**src/design/sh3_pkg.sv**
```systemverilog
// Shared types, constants and helper functions of the 3x3 sharpening filter.
package sh3_pkg;

   // Default frame limits of the line stores.
   localparam int unsigned DEFAULT_MAX_WIDTH  = 1024;
   localparam int unsigned DEFAULT_MAX_HEIGHT = 1024;

   // Configuration port.
   localparam int unsigned CSR_INDEX_WIDTH = 4;
   localparam int unsigned CFG_DATA_WIDTH  = 11;
   localparam logic [CSR_INDEX_WIDTH-1:0] REG_IMAGE_WIDTH  = CSR_INDEX_WIDTH'(0);
   localparam logic [CSR_INDEX_WIDTH-1:0] REG_IMAGE_HEIGHT = CSR_INDEX_WIDTH'(1);
   localparam int unsigned DIM_RESET = 256;
   localparam int unsigned DIM_MIN   = 3;

   // Result field widths.
   localparam int unsigned POS_WIDTH = 10;
   localparam int unsigned PIX_WIDTH = 8;

   // Queue between the front and back parts.
   localparam int unsigned QUEUE_DEPTH = 4;
   localparam int unsigned QUEUE_AW    = 2;
   localparam int unsigned QUEUE_CW    = QUEUE_AW + 1;

   // Which results one input pixel causes, in the order they are given.
   typedef struct packed {
      logic left;    // first column of the row above
      logic inner;   // filtered pixel one column back in the row above
      logic right;   // last column of the row above
      logic bottom;  // the pixel itself on the last row
   } emit_flags_type;

   // One classified input pixel waiting to be expanded into results.
   typedef struct packed {
      emit_flags_type        flags;
      logic [POS_WIDTH-1:0]  row_up;
      logic [POS_WIDTH-1:0]  row_cur;
      logic [POS_WIDTH-1:0]  col_cur;
      logic [POS_WIDTH-1:0]  col_prev;
      logic [PIX_WIDTH-1:0]  mid;
      logic [PIX_WIDTH-1:0]  pix;
      logic [PIX_WIDTH-1:0]  filt;
   } item_type;

   // Effective frame dimension: below the minimum acts as the minimum, above the
   // maximum as the maximum.
   function automatic int unsigned clamp_dim(logic [CFG_DATA_WIDTH-1:0] raw,
                                             int unsigned max_dim);
      int unsigned v;
      begin
         v = 32'(raw);
         if (v < DIM_MIN) begin
            return DIM_MIN;
         end else if (v > max_dim) begin
            return max_dim;
         end
         return v;
      end
   endfunction

   // Kernel: 8*centre minus the four corners, quartered and clamped to 0..255.
   function automatic logic [PIX_WIDTH-1:0] sharpen(logic [PIX_WIDTH-1:0] centre,
                                                    logic [9:0] corners);
      logic signed [11:0] v;
      begin
         v = signed'({1'b0, centre, 3'b000}) - signed'({2'b00, corners});
         if (v < 0) begin
            return '0;
         end else if (v[10:2] > 9'd255) begin
            return 8'd255;
         end
         return v[9:2];
      end
   endfunction

endpackage

```
**src/design/sh3_queue.sv**
```systemverilog
// Short first-in first-out queue of classified pixels between front and back.
module sh3_queue (
   input  logic                            clock,
   input  logic                            reset,
   input  logic                            push,
   input  sh3_pkg::item_type               push_item,
   input  logic                            pop,
   output logic                            not_empty,
   output sh3_pkg::item_type               head,
   output logic [sh3_pkg::QUEUE_CW-1:0]    count
);
   import sh3_pkg::*;

   item_type              entries_ff [QUEUE_DEPTH];
   logic [QUEUE_AW-1:0]   wr_ptr_ff, rd_ptr_ff;
   logic [QUEUE_CW-1:0]   count_ff, count_in;
   logic                  do_pop;

   // Occupancy bookkeeping.
   always_comb begin
      do_pop   = pop && (count_ff != '0);
      count_in = count_ff + QUEUE_CW'(push) - QUEUE_CW'(do_pop);
   end

   // Pointers and count.
   always_ff @(posedge clock) begin
      if (reset) begin
         wr_ptr_ff <= '0;
         rd_ptr_ff <= '0;
         count_ff  <= '0;
      end else begin
         if (push) begin
            wr_ptr_ff <= wr_ptr_ff + QUEUE_AW'(1);
         end
         if (do_pop) begin
            rd_ptr_ff <= rd_ptr_ff + QUEUE_AW'(1);
         end
         count_ff <= count_in;
      end
   end

   // Entry storage.
   always_ff @(posedge clock) begin
      if (push) begin
         entries_ff[wr_ptr_ff] <= push_item;
      end
   end

   assign head      = entries_ff[rd_ptr_ff];
   assign not_empty = (count_ff != '0);
   assign count     = count_ff;

endmodule

```
**config.mk**
```make
export PLATFORM = sky130hd
export DESIGN_NAME = sh3_queue
export DESIGN_NICKNAME = d
export VERILOG_FILES = /design/src/design/sh3_pkg.sv /design/src/design/sh3_queue.sv
export SDC_FILE = /design/constraint.sdc
export NUM_CORES = 1
export LEC_CHECK = 0
export BUFFER_PORTS_ARGS = -buffer_cell sky130_fd_sc_hd__buf_2
export CAP_MARGIN = 20
export CORE_MARGIN = 5
export CORE_UTILIZATION = 51
export DETAILED_ROUTE_END_ITERATION = 8
export PLACE_DENSITY_LB_ADDON = 0.05
export SETUP_SLACK_MARGIN = 0.2
export SYNTH_ARGS = -nofsm -noshare
export SYNTH_HDL_FRONTEND = slang
export SYNTH_SLANG_ARGS = --single-unit
```
**constraint.sdc**
```tcl
create_clock -name clock -period 2.35 [get_ports clock]
set_input_delay 0.235 -clock clock [delete_from_list [all_inputs] [get_ports clock]]
set_output_delay 0.235 -clock clock [all_outputs]
set_load 0.1 [all_outputs]
```
=== Yosys cells after proc, flatten, opt, wreduce, memory -nomap -nowiden ===
Memories as Yosys holds them, arrays and structs flattened. A register that Yosys moved wholly into a read port is not among the register bits.
Index checks and enable logic that the tools add are counted.

* Input port bits: 72
* Memories: 1
* Bits in writable memories: 272
* Output and inout port bits: 72
* Word-level logic and storage cells: 14
* Register bits after elaboration: 7

{| class="wikitable"
|+ Memory list
! name !! depth !! bits a word !! rd ports !! clocked after Yosys merged registers in !! wr ports !! line !! source
|-
| entries_ff || 4 || 68 || 1 || 1 || 1 || sh3_queue.sv:14 || <nowiki>item_type entries_ff [QUEUE_DEPTH];</nowiki>
|}

* Reduce and logical (&&, ||, !) cells: 2
* Mux-type cells: 4
* Add/sub/neg operators: 4

{| class="wikitable"
|+ Operators with widths
! operator !! count
|-
| $add 2x1->2 const B || 2
|-
| $mux 2 || 2
|-
| $add 3x1->3 || 1
|-
| $reduce_bool 3->1 || 1
|-
| $sub 3x1->3 || 1
|-
| $mux 1 || 2
|-
| $logic_and 1x1->1 || 1
|}

=== Longest topological paths before layout ===
* Depth in word-level cells: 4
* Depth in mapped cells: 7
* Depth with buffers taken out: 7

=== Least setup slack after synthesis ===
OpenSTA, ideal clock, no wires.

* Path type: register -> register
* Start: register wr_ptr_ff[0]
* End: memory entries_ff[0][0] (netlist bit) (enable)
* Path buffers: 0
* Arrival time: 2.137 ns
* Clock period less this slack: 2.571 ns
* Setup time: 0.433 ns
* Data required time: 1.917 ns
* Cell stages (with the launch flop): 4
* Setup slack: -0.221 ns
* Cell sequence: dfxtp_1 > inv_1 > ha_1 > and2_1

{| class="wikitable"
|+ RTL lines
! what !! line !! source
|-
| from (decl) || sh3_queue.sv:15 || <nowiki>logic [QUEUE_AW-1:0] wr_ptr_ff, rd_ptr_ff;</nowiki>
|-
| from (signal assigned) || sh3_queue.sv:33 || <nowiki>wr_ptr_ff <= wr_ptr_ff + QUEUE_AW'(1);</nowiki>
|-
| to (decl) || sh3_queue.sv:14 ||
|}

No word-level cell before the write port.

==> metrics.cfg <==
[worst_hold_path]
hold_class = input pin to register

[global_routing]
grt_pass1_vias = 5444
antenna_found_initial = 0
grt_overflow = 0
grt_max_degree = 39
grt_pass1_wl_mm = 30.65
grt_usage_pct = 16.84

[final_layout]
drive_gt1_share_pct = 43.50
fin_area_um2 = 13760
diodes = 0
nNetsFinal = 726
layout_common_cells = edfxtp_1, buf_2, dlygate4sd3_1
syn_to_final_growth_pct = 33.50
mostFrequentLayoutCell = edfxtp_1

[drt]
drt_pass1_iterations = 4
via_per_inst = 5.181
wl_per_cell_um = 20.57
totalWireLength_mm = 19.31
ant_nets = 0
drtIter0Drc = 226
via_count = 4865
drc = 0

[timing]
rsz0062_at_grt = yes
slew_headroom_pct = 61.04
fin_worst_skew_ns = 0.006490
period_minus_slack_ns = 2.183
slew_viol_final = 0
fin_crit_sh_pct = 92.88
max_freq_mhz = 458.2
max_slew.worst_pin.slew_ns = 0.5844
hold_viol = 0
finalSetupTns_ns = 0
setup_violations = 0

[placement]
io_buffers = 143
placed_area_um2 = 11560
gp_congestion = 0.7411
hpwl_mm = 11.34

[synthesis]
synth.yosys.seq_area_share_pct = 81.00
synth_area_um2 = 10310
syn_inst = 401
synth_seq_cells = 281
synth-warning-count = 0
synth_edf_count = 272
postSynthAreaPerCell_um2 = 25.70
synthFlopType = edfxtp_1
async_flop_share_pct = 0
syn_nets = 480
synth.distinct_cells = 21

[power_and_ir_drop]
p_leak_uw = 0.004769
vdd_drop_max_v = 0.0007512
power.total_uw = 16710
pwr_density_cell_nw_per_um2 = 1214

[clock_network]
clockBufferDepth = 3
htreeDepth = 1
clkTransAtPathRegs_ns = 0.06
cts.sinks = 281
cts_buffers = 28
cts_tree = built
ctsRootBufferMaster = clkbuf_16
clkLatencyLatePin_ns = 0.52

[critical_path]
cp_max_fo = 13
cp-start-kind = register
worstPathRequired_ns = 2.12
critPathKind = register to output pin
crit_path_end_kind = output pin
arrival_ns = 1.95

[flow_run]
cap_violations = 0

[floorplanning]
core_area_um2 = 20040
die_h_um = 152.2
die_area_um2 = 23150
initial_core_util_pct = 51.43
ioPinCount = 144
die-width_um = 152.2
num_rows = 52

[outcome]
status = complete, no violations

-- state kept, by name, summed over array words and instances, names as in the netlist, named ones only --
register,flops
wr_ptr_ff,2
count,3
entries_ff,272
rd_ptr_ff,2
-- Yosys cell counts, types with 3 or more instances --
library cell	number	share of area (%)
ha_1	6	0.73
buf_12	3	0.58
buf_2	4	0.19
clkbuf_1	5	0.18
mux2_2	3	0.33
nor2_1	5	0.18
mux4_2	68	15
edfxtp_1	272	79
and2_1	4	0.24
dfxtp_1	9	1.7
inv_1	6	0.22
nor2b_1	4	0.24
buf_4	4	0.29
-- report_power, final --
| group | internal (µW) | leakage (µW) | switching [µW] |
|---|---|---|---|
| sequential | 5790 | 0.00257 | 86.4 |
| clock | 3120 | 0.000516 | 1770 |
| combinational | 1870 | 0.00168 | 4070 |
-- per-layer routing --
layer | wire length (µm) | GRT usage (%)
met5 | 0 | 0
met3 | 1131 | 3.919
met4 | 258 | 3.339
met2 | 10130 | 29.04
met1 | 7795 | 22.38
-- worst max-delay path, cell delays in order (launching register included) --
cell and delay [ns]:
dfxtp_4 0.36, buf_12 0.13, buf_12 0.17, mux4_2 0.55
buf_6 0.21
-- cell families (layout without fill, tap and decap cells) --
family | Yosys count | in the layout | share of synthesized area, %
and+or+nand+nor | 14 | 14 | 0.7284
DFF | 281 | 281 | 81.00
AOI/OAI and AO/OA | 2 | 2 | 0.1700
muxes | 72 | 72 | 15.28
adders and majority gates | 7 | 7 | 0.9227
xor gates and xnor gates | 2 | 2 | 0.3156
buffers and inverters | 23 | 291 | 1.578
-- timing repair --
action                                 in CTS  in global routing
setup endpoints to repair                  67                 68
buffers inserted                            6                  0
gates resized for setup                   129                  4
endpoints found under the hold margin     277                  0
hold buffers                               69                  0
-- final cells by class --
| class | instances | area, µm² |
|---|---|---|
| tap | 270 | 337.8 |
| multi-input combinational | 97 | 1805 |
| inverter | 6 | 22.52 |
| clock buffer | 32 | 737.0 |
| sequential | 281 | 8359 |
| clock inverter | 20 | 297.8 |
| fill | 1285 | 6281 |
| timing repair buffer | 233 | 2198 |
-- final timing paths --
check	slack [ns]	depth (start not counted)	start	end
worst max-delay path	0.17	4	register	head[33]
worst min-delay path	0.09	3	push	wr_ptr_ff[1]
worst max register to register	0.44	7	count[1]	count[2]
worst min register to register	0.58	2	wr_ptr_ff[0]	wr_ptr_ff[0]
-- metrics by stage --
step                hold slack (ns)  util, %  std cells  setup WS, ns
detailed placement           0.4517    57.67        812        0.4472
floorplan                    0.3339        -        401        0.2763
global route                 0.1132    68.66        939       0.09615
CTS                         0.08638    68.56        939        0.1355
finish                      0.09416    68.66        939        0.1674
global placement             0.4433    57.67        812        0.4948
Note: power is estimated with default switching activity, not from simulation.
