--- config.mk ---
export PLATFORM = sky130hd
export DESIGN_NAME = sh3_back
export DESIGN_NICKNAME = d
export VERILOG_FILES = /design/src/design/sh3_pkg.sv /design/src/design/sh3_back.sv
export SDC_FILE = /design/constraint.sdc
export NUM_CORES = 1
export LEC_CHECK = 0
export BUFFER_PORTS_ARGS = -buffer_cell sky130_fd_sc_hd__buf_2
export CAP_MARGIN = 40
export CORE_MARGIN = 2
export CORE_UTILIZATION = 35
export DETAILED_ROUTE_END_ITERATION = 7
export GPL_TIMING_DRIVEN = 0
export RECOVER_POWER = 25
export SETUP_SLACK_MARGIN = 0.05
export SYNTH_ARGS = -nofsm -noshare
export SYNTH_HDL_FRONTEND = slang
export SYNTH_SLANG_ARGS = --single-unit
--- constraint.sdc ---
create_clock -name clock -period 3.47 [get_ports clock]
set_input_delay 0.5205 -clock clock [delete_from_list [all_inputs] [get_ports clock]]
set_output_delay 0.5205 -clock clock [all_outputs]
set_load 0.01 [all_outputs]
--- src/design/sh3_pkg.sv ---
// Shared types, constants and helper functions of the 3x3 sharpening filter.
package sh3_pkg;

   // Default frame limits of the line stores.
   localparam int unsigned DEFAULT_MAX_WIDTH  = 1024;
   localparam int unsigned DEFAULT_MAX_HEIGHT = 1024;

   // Configuration port.
   localparam int unsigned CSR_INDEX_WIDTH = 4;
   localparam int unsigned CFG_DATA_WIDTH  = 11;
   localparam logic [CSR_INDEX_WIDTH-1:0] REG_IMAGE_WIDTH  = CSR_INDEX_WIDTH'(0);
   localparam logic [CSR_INDEX_WIDTH-1:0] REG_IMAGE_HEIGHT = CSR_INDEX_WIDTH'(1);
   localparam int unsigned DIM_RESET = 256;
   localparam int unsigned DIM_MIN   = 3;

   // Result field widths.
   localparam int unsigned POS_WIDTH = 10;
   localparam int unsigned PIX_WIDTH = 8;

   // Queue between the front and back parts.
   localparam int unsigned QUEUE_DEPTH = 4;
   localparam int unsigned QUEUE_AW    = 2;
   localparam int unsigned QUEUE_CW    = QUEUE_AW + 1;

   // Which results one input pixel causes, in the order they are given.
   typedef struct packed {
      logic left;    // first column of the row above
      logic inner;   // filtered pixel one column back in the row above
      logic right;   // last column of the row above
      logic bottom;  // the pixel itself on the last row
   } emit_flags_type;

   // One classified input pixel waiting to be expanded into results.
   typedef struct packed {
      emit_flags_type        flags;
      logic [POS_WIDTH-1:0]  row_up;
      logic [POS_WIDTH-1:0]  row_cur;
      logic [POS_WIDTH-1:0]  col_cur;
      logic [POS_WIDTH-1:0]  col_prev;
      logic [PIX_WIDTH-1:0]  mid;
      logic [PIX_WIDTH-1:0]  pix;
      logic [PIX_WIDTH-1:0]  filt;
   } item_type;

   // Effective frame dimension: below the minimum acts as the minimum, above the
   // maximum as the maximum.
   function automatic int unsigned clamp_dim(logic [CFG_DATA_WIDTH-1:0] raw,
                                             int unsigned max_dim);
      int unsigned v;
      begin
         v = 32'(raw);
         if (v < DIM_MIN) begin
            return DIM_MIN;
         end else if (v > max_dim) begin
            return max_dim;
         end
         return v;
      end
   endfunction

   // Kernel: 8*centre minus the four corners, quartered and clamped to 0..255.
   function automatic logic [PIX_WIDTH-1:0] sharpen(logic [PIX_WIDTH-1:0] centre,
                                                    logic [9:0] corners);
      logic signed [11:0] v;
      begin
         v = signed'({1'b0, centre, 3'b000}) - signed'({2'b00, corners});
         if (v < 0) begin
            return '0;
         end else if (v[10:2] > 9'd255) begin
            return 8'd255;
         end
         return v[9:2];
      end
   endfunction

endpackage

--- src/design/sh3_back.sv ---
// Back part: expands each queued pixel into its results, one per transaction.
module sh3_back (
   input  logic                            clock,
   input  logic                            reset,
   input  logic                            q_valid,
   input  sh3_pkg::item_type               q_head,
   output logic                            q_pop,
   output logic                            rsp_empty,
   input  logic                            rsp_pop,
   output logic [sh3_pkg::POS_WIDTH-1:0]   rsp_out_row,
   output logic [sh3_pkg::POS_WIDTH-1:0]   rsp_out_col,
   output logic [sh3_pkg::PIX_WIDTH-1:0]   rsp_pixel_out,
   output logic                            rsp_run_last
);
   import sh3_pkg::*;

   item_type       cur_ff;
   logic           cur_valid_ff;
   emit_flags_type rest;
   logic           taken, load;

   // Pick the earliest pending result and work out which remain after it.
   always_comb begin
      rest = cur_ff.flags;
      if (cur_ff.flags.left) begin
         rest.left     = 1'b0;
         rsp_out_row   = cur_ff.row_up;
         rsp_out_col   = '0;
         rsp_pixel_out = cur_ff.mid;
      end else if (cur_ff.flags.inner) begin
         rest.inner    = 1'b0;
         rsp_out_row   = cur_ff.row_up;
         rsp_out_col   = cur_ff.col_prev;
         rsp_pixel_out = cur_ff.filt;
      end else if (cur_ff.flags.right) begin
         rest.right    = 1'b0;
         rsp_out_row   = cur_ff.row_up;
         rsp_out_col   = cur_ff.col_cur;
         rsp_pixel_out = cur_ff.mid;
      end else begin
         rest.bottom   = 1'b0;
         rsp_out_row   = cur_ff.row_cur;
         rsp_out_col   = cur_ff.col_cur;
         rsp_pixel_out = cur_ff.pix;
      end
      rsp_run_last = (rest == '0);
      rsp_empty    = !cur_valid_ff;
      taken        = rsp_pop && cur_valid_ff;
      load         = q_valid && (!cur_valid_ff || (taken && rsp_run_last));
      q_pop        = load;
   end

   // Current pixel register, refilled from the queue as its last result goes.
   always_ff @(posedge clock) begin
      if (reset) begin
         cur_valid_ff <= 1'b0;
      end else if (load) begin
         cur_valid_ff <= 1'b1;
      end else if (taken && rsp_run_last) begin
         cur_valid_ff <= 1'b0;
      end
      if (load) begin
         cur_ff <= q_head;
      end else if (taken) begin
         cur_ff.flags <= rest;
      end
   end

endmodule

Word level (Yosys, flattened, before mapping)
Index checks and enable logic that the tools add are counted.
- bits in registers: 69
- bits in latches: 0
- bits in writable memories: 0
- bits in read-only memories: 0
- input port bits: 72
- output and inout port bits: 31
- memories: 0
- add/sub/neg operators: 0
- multipliers: 0
- div/mod/pow operators: 0
- order comparisons: 0
- eq/ne operators: 0
- shift operators: 0
- multiplexer cells: 15
- bitwise gates (word level): 0
- reduce and logical (&&, ||, !) cells: 8
- operator list (cell ; count):
    $mux 10 ; 5
    $mux 8 ; 3
    $mux 4 ; 2
    $logic_not 4->1 ; 1
    $reduce_bool 2->1 ; 2
    $logic_and 1x1->1 ; 3
    $mux 1 ; 3
    $mux 3 ; 1
    $mux 2 ; 1
    $logic_not 1->1 ; 1
    $logic_or 1x1->1 ; 1

Depth between registers and ports, before layout
- word-level depth: 8
- gate-level depth with buffers: 5

Least setup slack after synthesis
No wires, ideal clock.
- path type: reg2out
- from: register cur_ff[65] (netlist name)
- to: output port q_pop
- arrival: 2.281 ns
- data required time: 2.949 ns
- path slack: 0.668 ns
- stages on the path, launching flop included: 5
- path buffers: 1
- cells stage by stage: edfxtp_1 buf_4 nor3_2 o311ai_4 inv_1
- word-level cells in the longest chain between the ends: 7
- RTL lines (element ; line ; text):
    start, declared ; sh3_back.sv:17 ; item_type cur_ff;
    start signal, assigned ; sh3_back.sv:63 ; cur_ff <= q_head;
    $mux 1 ; sh3_back.sv:35 ; end else if (cur_ff.flags.right) begin
    $mux 2 ; sh3_back.sv:30 ; end else if (cur_ff.flags.inner) begin
    $mux 3 (*) ; sh3_back.sv:25 ; if (cur_ff.flags.left) begin
    $logic_not 4->1 (*) ; sh3_back.sv:46 ; rsp_run_last = (rest == '0);
    $logic_and 1x1->1 (*) ; sh3_back.sv:49 ; load = q_valid && (!cur_valid_ff || (taken && rsp_run_last));
    $logic_or 1x1->1 (*) ; sh3_back.sv:49 ;
    $logic_and 1x1->1 (*) ; sh3_back.sv:49 ;
    end, declared ; sh3_back.sv:7 ; output logic q_pop,
Mark *: on every way between the ends. The rest lies on a longest branch, timed or not.

Final worst setup path
Ends and elaborated chain as after synthesis.

==> impl_metrics.env <==
export IMPL_grt_antenna_before_repair=0
export IMPL_drv_cap=0
export IMPL_path_max_fanout=28
export IMPL_fillCellCount=734
export IMPL_fp_coreArea_um2=7610
export IMPL_cts_hold_buf=0
export IMPL_setup_viol=0
export IMPL_critPathRequiredTime_ps=2950
export IMPL_ant_nets=0
export IMPL_port_buffers=102
export IMPL_cts_tree="built"
export IMPL_final_area_um2=3530
export IMPL_critPathLaunch="cur_ff[65]"
export IMPL_synth_seq_cells=69
export IMPL_placed_cell_area_um2=3360
export IMPL_firstDrtPassIters=4
export IMPL_fp_row_count=32
export IMPL_yosysSeqAreaShare=0.763
export IMPL_track_usage=0.131
export IMPL_preCtsSetupSlack_ps=1170
export IMPL_hp_start="q_head[2]"
export IMPL_die_y_um=91.9
export IMPL_ioPinCount=103
export IMPL_grt_pass1_wl_um=8210
export IMPL_slew_headroom=0.590
export IMPL_powerDensity_nw_per_um2=567
export IMPL_synth_area_per_cell_um2=17.4
export IMPL_cts_buffers=9
export IMPL_maxSlewViolCount=0
export IMPL_clock_root_buffer="clkbuf_8"
export IMPL_rsz0062_at_grt="false"
export IMPL_wl_per_cell_um=14.7
export IMPL_timing_final_ws_setup_ps=836
export IMPL_cts_post_setup_buffers_inserted=0
export IMPL_end_kind="output port"
export IMPL_drc_errors=0
export IMPL_vdd_ir_drop_worst_v=0.000286
export IMPL_cts_resized_gates=0
export IMPL_hp_class="in -> reg"
export IMPL_fmax_mhz=380
export IMPL_synth_cell_area_um2=2700
export IMPL_finalHoldViolCount=0
export IMPL_cp_start_kind="flop"
export IMPL_dieArea_um2=8440
export IMPL_post_route_period_util=0.759
export IMPL_synthCells=155
export IMPL_min_period_ps=2630
export IMPL_antennaDiodeCount=0
export IMPL_status="complete, no violations"
export IMPL_r2r_start="cur_ff[65]"
export IMPL_post_dp_hpwl_um=3870
export IMPL_drive_gt1_frac=0.495
export IMPL_grt_pass1_vias=1675
export IMPL_timing_worst_setup_path_type="reg -> out"
export IMPL_grt_max_degree=39
export IMPL_worst_hold_slack_ps=360
export IMPL_initial_core_util=0.355
export IMPL_ys_types=26
export IMPL_worst_pin_slew_ps=615
export IMPL_cts_buffer_depth=2
export IMPL_worstPathArrival_ps=2110
export IMPL_syn_nets=227
export IMPL_die_x_um=91.9
export IMPL_finClkSkew_ps=9.15
export IMPL_vias=1706
export IMPL_cts_sinks=69
export IMPL_area_growth_pct=30.7
export IMPL_cts_htree_levels=3
export IMPL_drt_iter0_drc=53
export IMPL_post_route_util=0.465
export IMPL_drt_wl_total_um=5500
export IMPL_p_leak_nw=1.44
export IMPL_ys_warn_count=0
export IMPL_fin_nets=341
export IMPL_overflow=0
export IMPL_viasPerCell=4.55
export IMPL_clock_latency_ps=330
export IMPL_cts_clk_slew_worst_paths_ps=70
export IMPL_gp_congestion=0.773
-- per-stage QoR --
step                total power, mW  setup TNS, ps  cells
floorplan                      1.28              0    155
global placement               1.43           -222    359
detailed placement             1.44              0    360
CTS                            2.04              0    375
global route                   2.10              0    375
finish                         2.01              0    375
-- power breakdown --
| part | switching [mW] | internal (mW) |
|---|---|---|
| sequential | 0.0220 | 1.02 |
| combinational | 0.210 | 0.160 |
| clock | 0.271 | 0.324 |
| total | 0.503 | 1.50 |
-- worst max-delay path: stages (launching register included) --
cell and delay (ps):
edfxtp_1 360, buf_4 180, nor3_2 310, o311ai_4 190, inv_2 490, buf_2 240
-- final timing paths --
path	cells after the start	endpoint	slack, ps
max	5	q_pop	840
min	1	cur_ff[2]	360
max reg2reg	5	cur_ff[57]	1300
min reg2reg	2	cur_valid_ff	560
-- registers in the layout (all words and copies together), names as in the netlist --
signal and cells:
cur_valid_ff 1, cur_ff 68
-- layout by cell type (no fill, tap or decap), types with 3 or more instances in the layout --
cell	netlist	routed
inv_1	8	7
mux2_2	9	9
a22oi_1	8	8
o2bb2ai_1	8	8
nor2_1	12	12
clkbuf_1	3	6
clkbuf_8	0	9
buf_2	3	105
edfxtp_1	68	68
buf_4	3	3
mux2i_1	11	11
nand2_1	4	4
-- cells in the mapped netlist --
| cell type | n | area share |
|---|---|---|
| a211oi_2 | 1 | 0.0046 |
| nand2_1 | 4 | 0.0056 |
| a22oi_1 | 8 | 0.022 |
| mux2_1 | 1 | 0.0042 |
| or2_1 | 1 | 0.0023 |
| o221ai_1 | 1 | 0.0032 |
| o21ai_1 | 1 | 0.0018 |
| dfxtp_1 | 1 | 0.0074 |
| nor2_2 | 1 | 0.0023 |
| o311ai_4 | 1 | 0.0097 |
| nor3_2 | 2 | 0.0074 |
| inv_1 | 8 | 0.011 |
| o41ai_1 | 1 | 0.0032 |
| maj3_1 | 1 | 0.0037 |
| nand2b_1 | 2 | 0.0046 |
| clkbuf_1 | 3 | 0.0042 |
| buf_2 | 3 | 0.0056 |
| mux2i_1 | 11 | 0.041 |
| o31ai_2 | 1 | 0.0046 |
| mux2_2 | 9 | 0.037 |
| buf_4 | 3 | 0.0083 |
| o22ai_1 | 1 | 0.0023 |
| nor2_1 | 12 | 0.017 |
| edfxtp_1 | 68 | 0.76 |
| a21o_1 | 2 | 0.0056 |
| o2bb2ai_1 | 8 | 0.026 |
-- area by class of cell --
cell class / instances / area [µm²] / share of cell area
Sequential cell: 69 / 2060 / 0.583
Multi-Input combinational cell: 69 / 563 / 0.159
Timing Repair Buffer: 103 / 531 / 0.150
Clock buffer: 12 / 135 / 0.0382
Tap cell: 102 / 128 / 0.0361
Buffer: 9 / 48.8 / 0.0138
Clock inverter: 3 / 37.5 / 0.0106
Inverter: 8 / 30.0 / 0.00850
-- cell families (layout without fill, tap and decap cells) --
logic type                 after synthesis  in the layout  share of synthesized area
AOI/OAI and AO/OA                       25             25                     0.0833
adders and majority gates                1              1                    0.00370
buffers and inverters                   17            135                     0.0292
DFF                                     69             69                      0.763
muxes                                   21             21                     0.0824
and+or+nand+nor                         22             22                     0.0389
-- metal layers --
metal  GRT usage  wire (µm)  vias up
met3      0.0312        237       15
met5           0          0        -
met1       0.153       2150      815
met4      0.0833        171        0
met2       0.216       2940       50
li1            -          -      826
(Power assumes the default switching activity.)
